<file path="src/rtl/core/aarm_pkg.sv">
// ----------------------------------------------------------------------------
// aarm_pkg
// Shared widths, constants, CORDIC arctangent table and the cell word type
// for the axis-angle rotation matrix core.
// ----------------------------------------------------------------------------
package aarm_pkg;

    localparam int ANGLE_W            = 16;
    localparam int AXIS_W             = 16;
    localparam int ENTRY_W            = 17;
    localparam int N_ENTRIES          = 9;
    localparam int S_TDATA_W          = 64;
    localparam int M_TDATA_W          = 160;

    localparam int FRAC_BITS_DEF      = 14;
    localparam int CORDIC_STAGES_DEF  = 16;
    localparam int ATAN_TAB_LEN       = 24;

    // CORDIC datapath: Q30 vectors, angle in units where 2^31 = pi
    localparam int INT_FRAC           = 30;
    localparam int XY_W               = 34;
    localparam int Z_W                = 33;

    localparam logic signed [XY_W-1:0] CORDIC_GAIN = XY_W'(64'sd652032874);
    localparam logic signed [Z_W-1:0]  HALF_TURN   = Z_W'(64'sd2147483648);

    typedef struct packed {
        logic signed [XY_W-1:0]   x;
        logic signed [XY_W-1:0]   y;
        logic signed [Z_W-1:0]    z;
        logic signed [AXIS_W-1:0] ux;
        logic signed [AXIS_W-1:0] uy;
        logic signed [AXIS_W-1:0] uz;
        logic                     flip;
    } cordic_t;

    function automatic logic signed [Z_W-1:0] atan_q31(input int unsigned idx);
        logic signed [Z_W-1:0] val;
        case (idx)
            0:       val = Z_W'(64'sd536870912);
            1:       val = Z_W'(64'sd316933406);
            2:       val = Z_W'(64'sd167458907);
            3:       val = Z_W'(64'sd85004756);
            4:       val = Z_W'(64'sd42667331);
            5:       val = Z_W'(64'sd21354465);
            6:       val = Z_W'(64'sd10680350);
            7:       val = Z_W'(64'sd5340245);
            8:       val = Z_W'(64'sd2670163);
            9:       val = Z_W'(64'sd1335087);
            10:      val = Z_W'(64'sd667544);
            11:      val = Z_W'(64'sd333772);
            12:      val = Z_W'(64'sd166886);
            13:      val = Z_W'(64'sd83443);
            14:      val = Z_W'(64'sd41722);
            15:      val = Z_W'(64'sd20861);
            16:      val = Z_W'(64'sd10430);
            17:      val = Z_W'(64'sd5215);
            18:      val = Z_W'(64'sd2608);
            19:      val = Z_W'(64'sd1304);
            20:      val = Z_W'(64'sd652);
            21:      val = Z_W'(64'sd326);
            22:      val = Z_W'(64'sd163);
            23:      val = Z_W'(64'sd81);
            default: val = '0;
        endcase
        return val;
    endfunction

endpackage

</file>
<file path="src/rtl/core/aarm_cordic_cell.sv">
// ----------------------------------------------------------------------------
// aarm_cordic_cell
// One rotation-mode CORDIC micro-rotation with its own pipeline register.
// ----------------------------------------------------------------------------
module aarm_cordic_cell
    import aarm_pkg::*;
#(
    parameter int SHIFT = 0
) (
    input  logic    aclk,
    input  logic    aresetn,
    input  logic    in_valid,
    output logic    in_ready,
    input  cordic_t in_data,
    output logic    out_valid,
    input  logic    out_ready,
    output cordic_t out_data
);

    localparam logic signed [Z_W-1:0] ATAN = atan_q31(SHIFT);

    logic    valid_reg;
    cordic_t data_reg;
    cordic_t data_next;
    logic signed [XY_W-1:0] dx;
    logic signed [XY_W-1:0] dy;

    assign in_ready  = !valid_reg || out_ready;
    assign out_valid = valid_reg;
    assign out_data  = data_reg;

    always_comb begin
        dx        = in_data.y >>> SHIFT;
        dy        = in_data.x >>> SHIFT;
        data_next = in_data;
        if (!in_data.z[Z_W-1]) begin
            data_next.x = in_data.x - dx;
            data_next.y = in_data.y + dy;
            data_next.z = in_data.z - ATAN;
        end else begin
            data_next.x = in_data.x + dx;
            data_next.y = in_data.y - dy;
            data_next.z = in_data.z + ATAN;
        end
    end

    always_ff @(posedge aclk) begin
        if (!aresetn) begin
            valid_reg <= 1'b0;
        end else if (in_ready) begin
            valid_reg <= in_valid;
        end
        if (in_valid && in_ready) begin
            data_reg <= data_next;
        end
    end

endmodule

</file>
<file path="config.mk">
export PLATFORM = sky130hd
export DESIGN_NAME = aarm_cordic_cell
export DESIGN_NICKNAME = d
export VERILOG_FILES = /design/src/rtl/core/aarm_pkg.sv /design/src/rtl/core/aarm_cordic_cell.sv
export SDC_FILE = /design/constraint.sdc
export NUM_CORES = 1
export LEC_CHECK = 0
export BUFFER_PORTS_ARGS = -buffer_cell sky130_fd_sc_hd__buf_2
export CORE_MARGIN = 8
export CORE_UTILIZATION = 35
export DETAILED_ROUTE_END_ITERATION = 12
export PLACE_DENSITY = 0.66
export SYNTH_ARGS = -nofsm -noshare
export SYNTH_HDL_FRONTEND = slang
export SYNTH_SLANG_ARGS = --single-unit
</file>
<file path="constraint.sdc">
create_clock -name aclk -period 4.75 [get_ports aclk]
set_input_delay 0.95 -clock aclk [delete_from_list [all_inputs] [get_ports aclk]]
set_output_delay 0.95 -clock aclk [all_outputs]
set_load 0.02 [all_outputs]
</file>
# Word-level counts from Yosys, hierarchy flattened
# Cells that the tools add are included.
# word_totals
elab_cells	17
output_inout_bits	152
inputBits	154
register_bits	151
# classes
n_reduce_logical	3
muxes	1
add_sub_neg	5
# op_table
cell	n
two-way mux 101 bit	1
subtractor 34 bit	2
adder 34 bit	1
adder 33 x 31 -> 33 bit (second input constant)	1
subtractor 33 x 31 -> 33 bit (second input constant)	1
logical AND 1 bit	1
logical NOT 1 bit	1
logical OR 1 bit	1

# Logic depth before layout (Yosys ltp)
# Gate-level depths: netlist (run 1).
# depth
ltp_word	3
mapped_depth	12
ltp_nobuf	12

# Worst setup path before layout (run 1)
# OpenSTA, ideal clock, no wires.
# synth_path
path_kind	input port to flip-flop
start	in out_ready
end	reg data_reg, in the netlist out_data[0] (enable)
t_arrival_ns	4.657
required_time_ns	4.224
setup_slack_ns	-0.433
n_path_buf	0
stages	2
cell_sequence	nand2b_1 > and2_1
# synth_between
elab_chain_len	2
# synth_rtl
element	line	source
from (decl)	aarm_cordic_cell.sv:16	input logic out_ready,
logical OR 1 bit	aarm_cordic_cell.sv:28	assign in_ready = !valid_reg || out_ready;
logical AND 1 bit	aarm_cordic_cell.sv:53	if (in_valid && in_ready) begin
to (signal assigned)	aarm_cordic_cell.sv:54	data_reg <= data_next;
to (decl)	aarm_cordic_cell.sv:23	cordic_t data_reg;
# No other way between the ends.
# A chain may end at the register's enable or synchronous reset.

==> results of run 1 <==
[cells by family (layout without fill, tap and decap cells)]
kind of cell	count (synthesis)	in the layout
fa+ha+maj	105	105
other cells	0	1
xor+xnor	66	66
compound gates	333	333
buf+inv	150	456
simple gates	233	233
mux	12	12
flops	150	150
[synth_stat cells, drive strengths merged (4+ instances only)]
cell     instances  area share [%]
nor3            20            0.96
nor4            10            0.72
buf             23             1.2
a2111oi          4            0.34
xor2             5            0.42
fa               4            0.77
nand2b          10            0.60
a211oi          12            0.91
or3              4            0.24
clkbuf          20            0.72
o22ai            8            0.60
or4              4            0.32
a221oi           6            0.56
o21bai          22             1.6
o21ai           73             3.7
inv            106             3.8
mux2i           12             1.2
a21oi          115             5.6
ha             101              12
nor2            82             3.0
nand2           47             1.7
a31oi            8            0.54
o21a            11            0.79
o221ai           4            0.34
xnor2           61             5.1
o211ai          12            0.86
nand4            7            0.48
a41oi            4            0.41
a211o            4            0.34
nor2b           11            0.66
nand3           21             1.0
a21o            16             1.2
o31ai           11            0.84
and4             4            0.34
edfxtp         149              43
[flip-flops by register name, indices dropped and copies added (netlist names)]
register   flops
out_valid      1
out_data     149
[per-layer routing]
metal  global-route usage [%]  vias to the layer above  wire length, µm
met5                        0                        -                0
met4                    4.239                        0              412
met3                    4.806                       30             2949
met2                    33.38                      438            17460
met1                    25.21                     4462            15560
li1                         -                     4402                -
[final cells by class]
cell class,instances,area share (%)
Antenna cell,1,0.01939
Clock buffer,17,3.296
Clock inverter,15,1.134
Inverter,107,3.111
Multi-Input combinational cell,749,41.22
Sequential cell,150,34.82
Tap cell,390,3.780
Timing Repair Buffer,317,12.62
[critical path: stages]
cell	delay, ns
buf_2	0.11
inv_1	0.05
ha_1	0.37
nor2b_1	0.18
o211ai_1	0.44
a21oi_1	0.27
a311oi_1	0.43
a21oi_1	0.26
a2111oi_0	0.58
o21bai_1	0.23
xnor2_1	0.10
[stage by stage]
step / setup WS, ns / std cells / total power [µW] / utilization [%] / hold WS, ns
after detailed placement: 0.5471 / 1713 / 2975 / 41.84 / 0.5332
after global routing: 0.6855 / 1745 / 4472 / 43.78 / 0.5900
final: 0.9402 / 1746 / 4278 / 43.79 / 0.5371
after global placement: 0.5538 / 1713 / 2965 / 41.84 / 0.5132
after CTS: 0.9998 / 1745 / 4306 / 43.78 / 0.5386
after floorplan: 1.220 / 1049 / 2507 / - / 0.7495
[how the worst min path moves through the flow]
stage | from | endpoint | slack, ns | cells past startpoint
5_1_grt | out_valid | out_valid | 0.59 | 2
4_1_cts | out_valid | out_valid | 0.54 | 2
3_3_place_gp | out_valid | out_valid | 0.51 | 2
6_report | out_valid | out_valid | 0.54 | 2
2_1_floorplan | out_valid | out_valid | 0.75 | 2
3_5_place_dp | out_valid | out_valid | 0.53 | 2
[power groups by stage]
stage | combinational, µW | clock (µW) | sequential (µW)
after floorplan | 650 | 0 | 1860
after global placement | 1260 | 0 | 1700
after detailed placement | 1270 | 0 | 1700
after CTS | 1280 | 1350 | 1680
after global routing | 1380 | 1400 | 1690
final | 1280 | 1320 | 1670
==> impl_metrics.csv, run 1 <==
group,metric,value,unit
route,dr.pass1.iters,6,
floorplanning,die_y,188.5,µm
global_route,overflow,0,
route,postRouteAntennaNets,0,
yosys,synth_xor_area_share,5.549,%
pwr,peakVddDrop,0.1693,mV
min_path,hold_path.class,"register to register",
cts,cts_buffers,17,
placed_design,gp_congestion,0.9193,
pwr,pwr-share-seq,39.1,%
pwr,power_density,331.4,nW/µm²
placed_design,placed_area,12330,µm²
pwr,combinationalPowerShare,29.9,%
yosys,yosys_warnings,0,
worst_setup_path,rr_worst_depth,3,
timing,period_minus_slack,3.810,ns
pwr,p_sw_share,34.41,%
global_route,antenna_found_initial,2,
yosys,synthAdderAreaFrac,12.90,%
yosys,yosys.area_share.simple,10.88,%
placed_design,portBuffers,305,
worst_setup_path,setup.worst_path.class,"input pin to register",
worst_setup_path,cp-startpoint,"in_data[84]",
route,wl,36.38,mm
floorplanning,start_util,35.34,%
pwr,p_sw,1472,µW
global_route,grtUsageTotal,19.74,%
yosys,synthesis.nets,1308,
yosys,ys_seq_area_share,43.14,%
worst_setup_path,startpoint_type,"input pin",
global_route,grt_pass1_wl,55.19,mm
worst_setup_path,r2r_start,"out_valid",
layout,final_common_cell,"buf_2",
layout,drive_above_1_share,27.82,%
layout,multiInputGateArea,5321,µm²
timing,setup-tns-final,0,ns
cts,cts_tree,"yes",
pwr,p_leak,0.005640,µW
cts,cts_resized,0,
cts,htree_num_levels,4,
layout,layout_common_cells,"305 x buf_2, 149 x edfxtp_1, 113 x a21oi_1, 101 x inv_1, 101 x ha_1",
cts,cts.sinks,150,
timing,max_slew.worst_pin.slew,1.068,ns
worst_setup_path,r2r_slack,3.16,ns
yosys,synth_top_family_by_area,"compound AO/OA/AOI/OAI gates",
placed_design,dp_hpwl,29.35,mm
route,dr_total_vias,9332,
floorplanning,die_w,188.5,µm
cts,cts_root_buf,"clkbuf_16",
yosys,yosysUniqueCellTypes,77,
layout,fin_nets,1601,
pwr,clkPwrFrac,31.0,%
cts,cts.clk_slew.worst_paths,0.06,ns
run_status,status,"finished, final reports clean",
timing,relSlewSlack,28.71,%
timing,setup_viol,0,
layout,seqCellArea,4494,µm²
floorplanning,rows,63,
pwr,internal-power,2806,µW
yosys,synth_compound_area_share,20.57,%
layout,fillers,2875,
cts,cts_buffer_depth,2,
route,drt_iter0_drc,904,
cts,clk_latency,0.43,ns
worst_setup_path,endpoint,"out_data[144]",
yosys,synth_area,10420,µm²
worst_setup_path,cp-end-kind,"register",
floorplanning,ioPinCount,306,
yosys,synth_mux_area_share,1.153,%
timing,fmax,0.2625,GHz
timing,finalMaxSlewViolations,0,
cts,cts_hold_buf,0,
cts,cts_setup_buffers,0,
timing,rsz0062_at_grt,"no",
layout,syn_to_final_growth,23.91,%
timing,period_share,80.21,%
yosys,netlist_instances,1049,
worst_setup_path,crit_arrival,3.97,ns
yosys,synth-edff-count,149,
worst_setup_path,timing.rr.end,"out_data[107]",
job,maxCapViolCount,0,
yosys,synth_ff_type,"edfxtp_1",
route,drc_errors,0,
route,wl_per_cell,20.84,µm
global_route,grt_max_degree,97,
global_route,grt_pass1_vias,9324,
yosys,async_flop_share,0,%
layout,fin_area,12910,µm²
route,routed_via_density,5.345,
floorplanning,die-area,35540,µm²
yosys,ys_ff_latch,150,
timing,skew,0.01491,ns
floorplanning,core_region_area,29480,µm²
worst_setup_path,path_max_fanout,8,
timing,finalHoldViolCount,0,
worst_setup_path,crit_required,4.91,ns
yosys,postSynthAreaPerCell,9.931,µm²
Note: power is estimated with default switching activity, not from simulation.
==> inputs of run 2 (changes only) <==
--- a/config.mk
+++ b/config.mk
@@ -9,7 +9,7 @@
 export CORE_MARGIN = 8
 export CORE_UTILIZATION = 35
 export DETAILED_ROUTE_END_ITERATION = 12
-export PLACE_DENSITY = 0.66
+export PLACE_DENSITY = 0.64
 export SYNTH_ARGS = -nofsm -noshare
 export SYNTH_HDL_FRONTEND = slang
 export SYNTH_SLANG_ARGS = --single-unit
==> constraint.sdc (replaced) <==
create_clock -name aclk -period 3.86 [get_ports aclk]
set_input_delay 0.772 -clock aclk [delete_from_list [all_inputs] [get_ports aclk]]
set_output_delay 0.772 -clock aclk [all_outputs]
set_load 0.02 [all_outputs]
==> run 2 against run 1 <==
Sequential power rose by 23%; clock-buffer cell count did not move; global-route usage rose by 0.38 points; total power rose by 26%.
==> impl_metrics.csv, run 2 (synthesis gave the netlist of run 1 again) <==
group,metric,value,unit
global_route,busiest_layer,"met2",
min_path,min_from,"in_data[66]",
layout,largest_register_ffs,149,
cts,cts.clk_slew.worst_paths,0.07,ns
floorplanning,die-area,35540,µm²
floorplanning,die_w,188.5,µm
timing,finalHoldViolCount,0,
layout,fin_nets,1679,
floorplanning,ioPinCount,306,
pwr,p_leak,0.006012,µW
placed_design,placedCellCount,1791,
run_status,status,"finished, final reports clean",
job,maxCapViolCount,0,
route,postRouteAntennaNets,0,
timing,relSlewSlack,55.93,%
cts,cts.sinks,150,
min_path,min_to,"out_data[66]",
floorplanning,core_region_area,29480,µm²
global_route,overflow,0,
placed_design,pre_cts_slack,-0.06314,ns
cts,cts_resized,0,
worst_setup_path,r2r_start,"out_valid",
timing,period_minus_slack,3.591,ns
min_path,hold_path.class,"input pin to register",
cts,cts_root_buf,"clkbuf_16",
worst_setup_path,cp_slowest_cell,"ha_1",
min_path,whs_path_depth,1,
worst_setup_path,critPathTopFamily,"compound AO/OA/AOI/OAI gates",
layout,final_common_cell,"buf_2",
layout,syn_to_final_growth,29.63,%
timing,finalMaxSlewViolations,0,
layout,fin_area,13500,µm²
global_route,grt_pass1_wl,56.60,mm
placed_design,dp_hpwl,30.42,mm
pwr,peakVddDrop,0.2844,mV
floorplanning,die_y,188.5,µm
cts,cts_setup_buffers,0,
route,wl,36.74,mm
worst_setup_path,crit_required,4.06,ns
layout,n_antenna_cell,0,
layout,drive_above_1_share,31.82,%
global_route,met2_usage,33.74,%
placed_design,gp_congestion,0.9381,
layout,layout_common_cells,"305 x buf_2, 149 x edfxtp_1, 113 x a21oi_1, 101 x inv_1, 101 x ha_1",
global_route,grtUsageTotal,20.12,%
timing,fmax,0.2785,GHz
worst_setup_path,worst-path-buf-inv,3,
route,drt_iter0_drc,723,
route,dr.pass1.iters,5,
cts,cts_buffers,17,
route,dr_total_vias,9520,
global_route,grt_pass1_vias,9601,
route,drc_errors,0,
timing,period_share,93.02,%
floorplanning,start_util,35.34,%
worst_setup_path,startpoint_type,"input pin",
timing,skew,0.01041,ns
cts,clk_latency,0.43,ns
global_route,grtUsageMet3,4.085,%
worst_setup_path,rr_worst_depth,3,
pwr,power_density,398.8,nW/µm²
global_route,antenna_found_initial,2,
route,wl_per_cell,20.15,µm
pwr,total_power,5385,µW
global_route,grt_use_met1,26.20,%
timing,hold_ws,0.5155,ns
placed_design,placed_area,12920,µm²
placed_design,portBuffers,305,
cts,cts_tree,"yes",
worst_setup_path,slowest_delay,0.53,ns
global_route,grt_max_degree,77,
timing,rsz0062_at_grt,"no",
worst_setup_path,setup.worst_path.class,"input pin to register",
timing,final.setup.worst_slack,0.2694,ns
cts,cts_buffer_depth,2,
layout,final-instance-count-excl-fill,1823,
worst_setup_path,crit_arrival,3.79,ns
cts,cts_hold_buf,0,
route,routed_via_density,5.222,
worst_setup_path,crit_chain,"buf_2 -> inv_1 -> ha_1 -> inv_2 -> a21oi_2 -> o31ai_2 -> a221oi_2 -> a31oi_2 -> a311o_2 -> a41oi_2 -> o22ai_2 -> xnor2_1",
cts,htree_num_levels,4,
timing,max_slew.worst_pin.slew,0.6444,ns
worst_setup_path,timing.rr.end,"out_data[12]",
worst_setup_path,cp-end-kind,"register",
worst_setup_path,r2r_slack,1.99,ns
floorplanning,rows,63,
worst_setup_path,path_max_fanout,11,
timing,setup_viol,0,
[run 2: worst register-to-register path: stages, from the launching register on]
cell	delay, ns
dfxtp_1	0.31
nand2b_1	0.11
and2_4	0.56
buf_4	0.52
[run 2: how the worst max path moves through the flow]
| stage | start | to | slack [ns] | cells past startpoint |
|---|---|---|---|---|
| after floorplan | out_ready | out_data[0] | 0.51 | 2 |
| after global placement | in_data[91] | out_data[142] | -0.16 | 12 |
| after detailed placement | in_data[91] | out_data[142] | -0.06 | 12 |
| after CTS | in_data[91] | out_data[142] | 0.38 | 12 |
| after global routing | in_data[90] | out_data[149] | 0.09 | 12 |
| final | in_data[91] | out_data[142] | 0.27 | 12 |
[run 2: where the power goes]
part | internal, µW | total [µW] | switching, µW | leakage [µW]
Clock | 867 | 1650 | 780 | 0.000275
Combinational | 629 | 1680 | 1050 | 0.00429
Sequential | 2010 | 2060 | 49.2 | 0.00145
[run 2: cell type report]
type                    count  area (µm²)
fillers                  2911       15980
multi-input cells         749        5321
flip-flops and latches    150        4494
repair buffers            395        2215
well taps                 390       488.0
clock buffers              17       425.4
inverters                 107       401.6
clock inverters            15       158.9
[run 2: routing by layer]
metal	vias up	part of all wire, %
li1	4544	-
met1	4524	44
met2	415	48
met3	37	7.2
met4	0	1.3
met5	-	0
[run 2: through the flow]
stage          utilization, %  setup TNS [ns]
6_report                45.81               0
5_1_grt                 45.81               0
3_5_place_dp            43.82        -0.06591
4_1_cts                 45.81               0
3_3_place_gp            43.82         -0.1556
2_1_floorplan               -               0
==> inputs of run 3 (changes only) <==
--- a/config.mk
+++ b/config.mk
@@ -7,9 +7,9 @@
 export LEC_CHECK = 0
 export BUFFER_PORTS_ARGS = -buffer_cell sky130_fd_sc_hd__buf_2
 export CORE_MARGIN = 8
-export CORE_UTILIZATION = 35
+export CORE_UTILIZATION = 45
 export DETAILED_ROUTE_END_ITERATION = 12
-export PLACE_DENSITY = 0.64
+export PLACE_DENSITY = 0.77
 export SYNTH_ARGS = -nofsm -noshare
 export SYNTH_HDL_FRONTEND = slang
 export SYNTH_SLANG_ARGS = --single-unit
==> run 3 against run 2 <==
Non-clock buffer count fell by 16; largest power group unchanged; highest routed layer unchanged; worst setup slack improved by 0.14 ns; sequential cell count did not move; final area fell by 1.7%; critical path type unchanged.
==> impl_metrics.csv, run 3 (synthesis gave the netlist of run 1 again) <==
group,metric,value,unit
timing,setup_viol,0,
global_route,grtUsageMet3,4.911,%
worst_setup_path,rr_worst_depth,3,
route,dr.pass1.iters,6,
worst_setup_path,cp-end-kind,"register",
global_route,grt_pass1_wl,55.79,mm
pwr,pwr-share-seq,37.8,%
worst_setup_path,path_max_fanout,13,
timing,max_slew.worst_pin.slew,0.6862,ns
global_route,grt_max_degree,85,
layout,multiInputGateArea,5321,µm²
global_route,grt_use_met1,32.28,%
route,postRouteAntennaNets,0,
global_route,busiest_layer,"met2",
worst_setup_path,r2r_start,"out_valid",
timing,fmax,0.2895,GHz
cts,cts_setup_buffers,0,
layout,drive_above_1_share,31.05,%
cts,cts_tree,"yes",
pwr,peakVddDrop,0.2726,mV
layout,syn_to_final_growth,27.40,%
placed_design,dp_hpwl,30.33,mm
layout,largest_register_ffs,149,
timing,final.setup.worst_slack,0.4058,ns
worst_setup_path,setup.worst_path.class,"input pin to register",
route,routed_via_density,5.727,
cts,cts.clk_slew.worst_paths,0.07,ns
worst_setup_path,crit_arrival,3.62,ns
worst_setup_path,r2r_slack,2.01,ns
layout,n_antenna_cell,0,
pwr,power_density,408.6,nW/µm²
cts,cts_root_buf,"clkbuf_16",
min_path,hold_path.class,"input pin to register",
cts,htree_num_levels,4,
layout,seqCellArea,4494,µm²
floorplanning,core_region_area,22710,µm²
timing,rsz0062_at_grt,"no",
timing,period_share,89.49,%
cts,clk_latency,0.43,ns
floorplanning,die_y,168.2,µm
pwr,internal-power,3548,µW
worst_setup_path,cp-startpoint,"in_data[91]",
cts,cts.sinks,150,
run_status,status,"finished, final reports clean",
timing,period_minus_slack,3.454,ns
route,wl_per_cell,21.66,µm
pwr,total_power,5422,µW
timing,setup-tns-final,0,ns
min_path,min_from,"in_data[19]",
pwr,p_leak,0.005951,µW
route,dr_total_vias,9747,
layout,final_common_cell,"buf_2",
worst_setup_path,timing.rr.end,"out_data[76]",
timing,finalHoldViolCount,0,
min_path,min_to,"out_data[19]",
placed_design,gp_congestion,0.9632,
min_path,whs_path_depth,1,
route,drc_errors,0,
global_route,grt_pass1_vias,9589,
floorplanning,rows,55,
floorplanning,die_w,168.2,µm
global_route,antenna_found_initial,0,
worst_setup_path,startpoint_type,"input pin",
global_route,grtUsageTotal,25.30,%
timing,relSlewSlack,54.26,%
job,maxCapViolCount,0,
layout,fin_nets,1663,
cts,cts_hold_buf,0,
cts,cts_buffers,17,
pwr,clkPwrFrac,31.2,%
pwr,combinationalPowerShare,30.9,%
floorplanning,die-area,28270,µm²
worst_setup_path,crit_required,4.02,ns
layout,layout_common_cells,"305 x buf_2, 149 x edfxtp_1, 113 x a21oi_1, 101 x inv_1, 101 x ha_1",
global_route,met2_usage,42.61,%
placed_design,pre_cts_slack,0.01500,ns
layout,fillers,2009,
route,drt_iter0_drc,1123,
floorplanning,start_util,45.87,%
pwr,p_sw_share,34.57,%
timing,finalMaxSlewViolations,0,
cts,cts_resized,0,
cts,cts_buffer_depth,2,
timing,skew,0.007047,ns
pwr,p_sw,1874,µW
route,wl,36.87,mm
floorplanning,ioPinCount,306,
global_route,overflow,0,
placed_design,portBuffers,305,
[run 3: cell types whose count changed in the layout (fill, tap and decap cells not counted)]
cell | previous run | this run
clkinvlp_4 | 4 | 2
buf_4 | 89 | 73
inv_6 | 2 | 5
inv_8 | 7 | 5
bufinv_16 | 0 | 1
[run 3: stage by stage]
| stage | hold slack (ns) | utilization, % | instances | cell area [µm²] |
|---|---|---|---|---|
| CTS | 0.4986 | 58.44 | 1702 | 13270 |
| global route | 0.4979 | 58.44 | 1702 | 13270 |
| global placement | 0.6192 | 55.79 | 1670 | 12670 |
| floorplan | 0.7495 | - | 1049 | 10420 |
| detailed placement | 0.6035 | 55.79 | 1670 | 12670 |
| finish | 0.5150 | 58.44 | 1702 | 13270 |
[run 3: worst max path at each step]
stage                     depth (start not counted)  slack, ns            end
final                                            12       0.41  out_data[149]
after global routing                             12       0.15  out_data[149]
after CTS                                        13       0.47  out_data[113]
after detailed placement                         13       0.01  out_data[113]
after global placement                           13       0.06  out_data[113]
after floorplan                                   2       0.51    out_data[0]
[run 3: layout make-up]
cell class	count	share of cell area, %
Inverter	107	3.026
Timing Repair Buffer	379	15.78
Clock buffer	17	3.205
Tap cell	285	2.687
Clock inverter	15	1.339
Multi-Input combinational cell	749	40.10
Sequential cell	150	33.86
[run 3: critical path: stages]
cell       delay (ns)
buf_2            0.11
inv_1            0.04
ha_1             0.59
nand2_1          0.19
a211oi_1         0.37
nand3_1          0.11
o211ai_1         0.29
o311ai_1         0.17
a2111oi_0        0.57
o21bai_1         0.12
a21oi_1          0.18
xnor2_1          0.10
[run 3: layer usage]
layer	share of wire, %	vias to the layer above
met5	0	-
met3	8.9	52
li1	-	4522
met2	47	543
met1	41	4630
met4	2.3	0
[run 3: power by group through the flow]
| stage | logic (µW) | clock network, µW | registers [µW] |
|---|---|---|---|
| after CTS | 1660 | 1730 | 2050 |
| after floorplan | 800 | 0 | 2280 |
| after global placement | 1640 | 0 | 2080 |
| after global routing | 1800 | 1780 | 2070 |
| after detailed placement | 1660 | 0 | 2090 |
| final | 1680 | 1690 | 2050 |
